--- config.mk ---
export PLATFORM = sky130hd
export DESIGN_NAME = imm_cell
export DESIGN_NICKNAME = d
export VERILOG_FILES = /design/src/design/imm_pkg.sv /design/src/design/imm_cell.sv
export SDC_FILE = /design/constraint.sdc
export NUM_CORES = 2
export LEC_CHECK = 0
export ABC_CLOCK_PERIOD_IN_PS = 9400
export BUFFER_PORTS_ARGS = -buffer_cell sky130_fd_sc_hd__buf_2
export CORE_ASPECT_RATIO = 0.7
export CORE_MARGIN = 2
export CORE_UTILIZATION = 30
export CTS_CLUSTER_DIAMETER = 30
export DETAILED_ROUTE_END_ITERATION = 10
export PLACE_DENSITY = 0.52
export SYNTH_ARGS = -nofsm -noshare
export SYNTH_HDL_FRONTEND = slang
export SYNTH_SLANG_ARGS = --single-unit
--- constraint.sdc ---
create_clock -name clk -period 9.4 [get_ports clk]
set_input_delay 0.47 -clock clk [delete_from_list [all_inputs] [get_ports clk]]
set_output_delay 0.47 -clock clk [all_outputs]
set_load 0.02 [all_outputs]
--- src/design/imm_pkg.sv ---
`timescale 1ns / 1ps
`default_nettype none
// ----------------------------------------------------------------------------
// imm_pkg
// Shared types and constants for the integer matrix multiply cell array.
// ----------------------------------------------------------------------------
package imm_pkg;

	localparam int DATA_W = 32;
	localparam int IDX_W  = 3;
	localparam int DIM_W  = 4;

	typedef enum logic [1:0] {
		CFG_ROWS_A     = 2'd0,
		CFG_INNER_SIZE = 2'd1,
		CFG_COLS_B     = 2'd2
	} cfg_reg_t;

	// A element travelling along the cell row
	typedef struct packed {
		logic              v;
		logic              first;
		logic              lastk;
		logic [IDX_W-1:0]  kk;
		logic [IDX_W-1:0]  row;
		logic [DATA_W-1:0] a;
	} imm_beat_t;

	// B element write, broadcast to all cells
	typedef struct packed {
		logic              we;
		logic [IDX_W-1:0]  row;
		logic [IDX_W-1:0]  col;
		logic [DATA_W-1:0] data;
	} imm_bwr_t;

endpackage
`default_nettype wire

--- src/design/imm_cell.sv ---
`timescale 1ns / 1ps
`default_nettype none
// ----------------------------------------------------------------------------
// imm_cell
// One column cell: keeps a column of B, multiplies the passing A element by
// its B entry and accumulates one element of C.
// ----------------------------------------------------------------------------
module imm_cell
	import imm_pkg::*;
#(
	parameter int COL = 0
) (
	input  wire logic              clk,
	input  wire logic              arst_n,
	input  wire imm_bwr_t          bwr,
	input  wire imm_beat_t         beat_in,
	output imm_beat_t              beat_out,
	output logic                   done,
	output logic [IDX_W-1:0]       done_row,
	output logic [DATA_W-1:0]      acc
);

	localparam logic [IDX_W-1:0] COL_IDX = IDX_W'(COL);

	logic [DATA_W-1:0]   bmem [0:(1<<IDX_W)-1];
	logic [DATA_W-1:0]   b_rd_s1;
	imm_beat_t           beat_s1;
	logic [DATA_W-1:0]   mul_lo;
	logic [DATA_W-1:0]   prod_s2;
	logic                v_s2, first_s2, lastk_s2;
	logic [IDX_W-1:0]    row_s2;
	logic [DATA_W-1:0]   acc_q;
	logic                done_q;
	logic [IDX_W-1:0]    row_q;

	always_ff @(posedge clk) begin
		if (bwr.we && bwr.col == COL_IDX) begin
			bmem[bwr.row] <= bwr.data;
		end
		b_rd_s1 <= bmem[beat_in.kk];
	end

	// low word only: the product wraps modulo 2^32
	assign mul_lo = beat_s1.a * b_rd_s1;

	always_ff @(posedge clk or negedge arst_n) begin
		if (!arst_n) begin
			beat_s1 <= '0;
			v_s2    <= 1'b0;
			done_q  <= 1'b0;
		end else begin
			beat_s1 <= beat_in;
			v_s2    <= beat_s1.v;
			done_q  <= v_s2 & lastk_s2;
		end
	end

	always_ff @(posedge clk) begin
		prod_s2  <= mul_lo;
		first_s2 <= beat_s1.first;
		lastk_s2 <= beat_s1.lastk;
		row_s2   <= beat_s1.row;
		row_q    <= row_s2;
		if (v_s2) begin
			// restart the dot product on the first term, wrap modulo 2^32
			acc_q <= first_s2 ? prod_s2 : acc_q + prod_s2;
		end
	end

	assign beat_out = beat_s1;
	assign done     = done_q;
	assign done_row = row_q;
	assign acc      = acc_q;

endmodule
`default_nettype wire

==> results.toml <==
[run_status]
status = "completed"

[clock_tree]
cts_max_path_buffers = 3
post_cts_buffers = 0
htreeDepth = 2
root_buffer = "clkbuf_16"
clock_latency_ns = 0.64
clock_sink_count = 403
clk_pin_slew_ns = 0.06
ctsResizeCount = 0
cts_buffers = 59
cts_tree = "built"
holdBufCountCts = 36

[route]
drt_wl_total_um = 82800
vias = 18800
ant_nets = 0
vias_per_cell = 4.57
wl_per_cell_um = 20.1
drc = 0
drt-initial-drc-count = 1273
firstDrtPassIters = 5

[sta]
fmax_mhz = 129
hold_viol = 0
min_period_ns = 7.73
slew_violations = 0
post-route-period-util = 0.822
fin_ws_ns = 1.67
finalSetupViolCount = 0
skew_ns = 0.0527
rsz0062_at_grt = "false"
finalSetupTns_ns = 0
slew_headroom = 0.312
worstMarginPinSlew_ns = 1.03

[synthesis]
syn_area_mm2 = 0.0306
synth_seq_cells = 403
synth_top_flop_cell = "edfxtp_1"
synth-compound-area-share = 0.0382
yosysSeqAreaShare = 0.365
synth-async-reset-ratio = 0.107
synth_nets = 3198
synth.area.mux_share = 0.0610
avgSynthCellArea_um2 = 12.0
syn_inst = 2553
synth_warnings = 0
synth_xor_area_frac = 0.0309
ys_types = 58
synth_fa_ha_area_frac = 0.331
yosys.area_share.simple = 0.110
synth_top_family_by_area = "adder cells"
synth_edf_count = 288

[worst_setup_path]
cp.required_ns = 9.90
crit_fanout = 17
path_common_cell = "fa_1"
cp_top_family = "adder cells"
slowest_delay_ns = 0.85
worst_path_max_delay_cell = "dfrtp_1"
critical_path_class = "flop to flop"
worstPathArrival_ns = 8.23
critical_path.startpoint_type = "flop"
crit_buf_inv = 6
crit_path_end_kind = "flop"

[global_route]
grt_max_degree = 66
grt_pass1_wl_um = 129000
grtUsageTotal = 0.163
grt_pass1_vias = 20400
antenna_found_initial = 7
grt_overflow_total = 0

[placement]
io_buffers = 158
hpwlAfterDp_um = 60800
dp_slack_ns = 1.69
place_congestion = 0.839

[job]
drv_cap = 0

[layout]
nFillCells = 9995
area_growth_pct = 15.7
finalNetCount = 3374
drive_above_1_share = 0.152

[die]
core-area_mm2 = 0.101
ios = 159
fp.dieArea_mm2 = 0.105
core.rowCount = 97
die_w_um = 386
start_util = 0.304
die_h_um = 271

[hold_path]
min_path_type = "input port to async pin"
registers in the layout, summed over array words and instances, names as in the netlist, 3 cells and up:
register and cells:
bmem 256, beat_out 41, acc 32, b_rd_s1 32
prod_s2 32, done_row 3, row_s2 3
area by class of cell:
class	count	area, um^2	share of cell area
Multi-Input combinational cell	1629	17500	0.495
Sequential cell	403	11200	0.316
Tap cell	1336	1670	0.0472
Clock buffer	66	1540	0.0436
Inverter	406	1520	0.0431
Timing Repair Buffer	230	1420	0.0402
Clock inverter	46	526	0.0148
Antenna cell	2	5.00	0.000141
stage by stage:
stage	hold slack (ns)	cells	instance area (um^2)	util
floorplan	0.174	2553	30600	-
global placement	0.310	3968	33000	0.328
detailed placement	0.314	3968	33000	0.328
CTS	0.0163	4116	35400	0.352
global route	0.0171	4116	35400	0.352
finish	0.0153	4118	35400	0.352
per-layer routing:
layer  vias up  global-route usage  routed length [um]
li1       8581                   -                   -
met1      9559               0.248               40800
met2       574               0.226               33200
met3        93              0.0541                7340
met4         4              0.0291                1410
met5         -                   0                  27
layout by cell type, fill, tap and decap left out, types with 64 or more instances in the layout:
cell type	count
buf_2	157
fa_1	409
inv_1	406
nand2_1	302
and2_1	276
dfxtp_1	71
mux4_2	64
edfxtp_1	288
xnor2_1	80
ha_1	154
path summary, 6_finish.rpt:
| check | startpoint | end | slack, ns | cells after the start |
|---|---|---|---|---|
| setup / recovery | beat_out[9]$_DFF_PN0_ | prod_s2[31]$_DFF_P_ | 1.67 | 25 |
| setup reg to reg | beat_out[9]$_DFF_PN0_ | prod_s2[31]$_DFF_P_ | 1.67 | 25 |
| hold reg to reg | row_s2[1]$_DFF_P_ | done_row[1]$_DFF_P_ | 0.32 | 0 |
| max in group asynchronous | arst_n | beat_out[14]$_DFF_PN0_ | 8.81 | 2 |
| hold / removal | arst_n | beat_out[37]$_DFF_PN0_ | 0.02 | 2 |
| min in group clk | beat_in[14] | beat_out[14]$_DFF_PN0_ | 0.04 | 1 |
synth_stat cells (all sizes together), types with 43 or more instances:
master,n,share of area
a21oi,56,0.0092
and2,276,0.056
clkbuf,108,0.013
dfrtp,43,0.035
dfxtp,72,0.047
edfxtp,288,0.28
fa,409,0.27
ha,154,0.063
inv,406,0.050
mux4,64,0.047
nand2,302,0.037
o21ai,47,0.0078
xnor2,80,0.023
cell families (layout without fill, tap and decap cells):
logic type,count (synthesis),after routing
muxes,102,102
and+or+nand+nor,673,673
other,0,2
DFF,403,403
buffers and inverters,521,748
adders and majority gates,563,563
xor gates and xnor gates,108,108
AOI/OAI and AO/OA,183,183
Power is not shown: default switching activity piles up to over one toggle a cycle in this logic, so the estimate is an artifact.
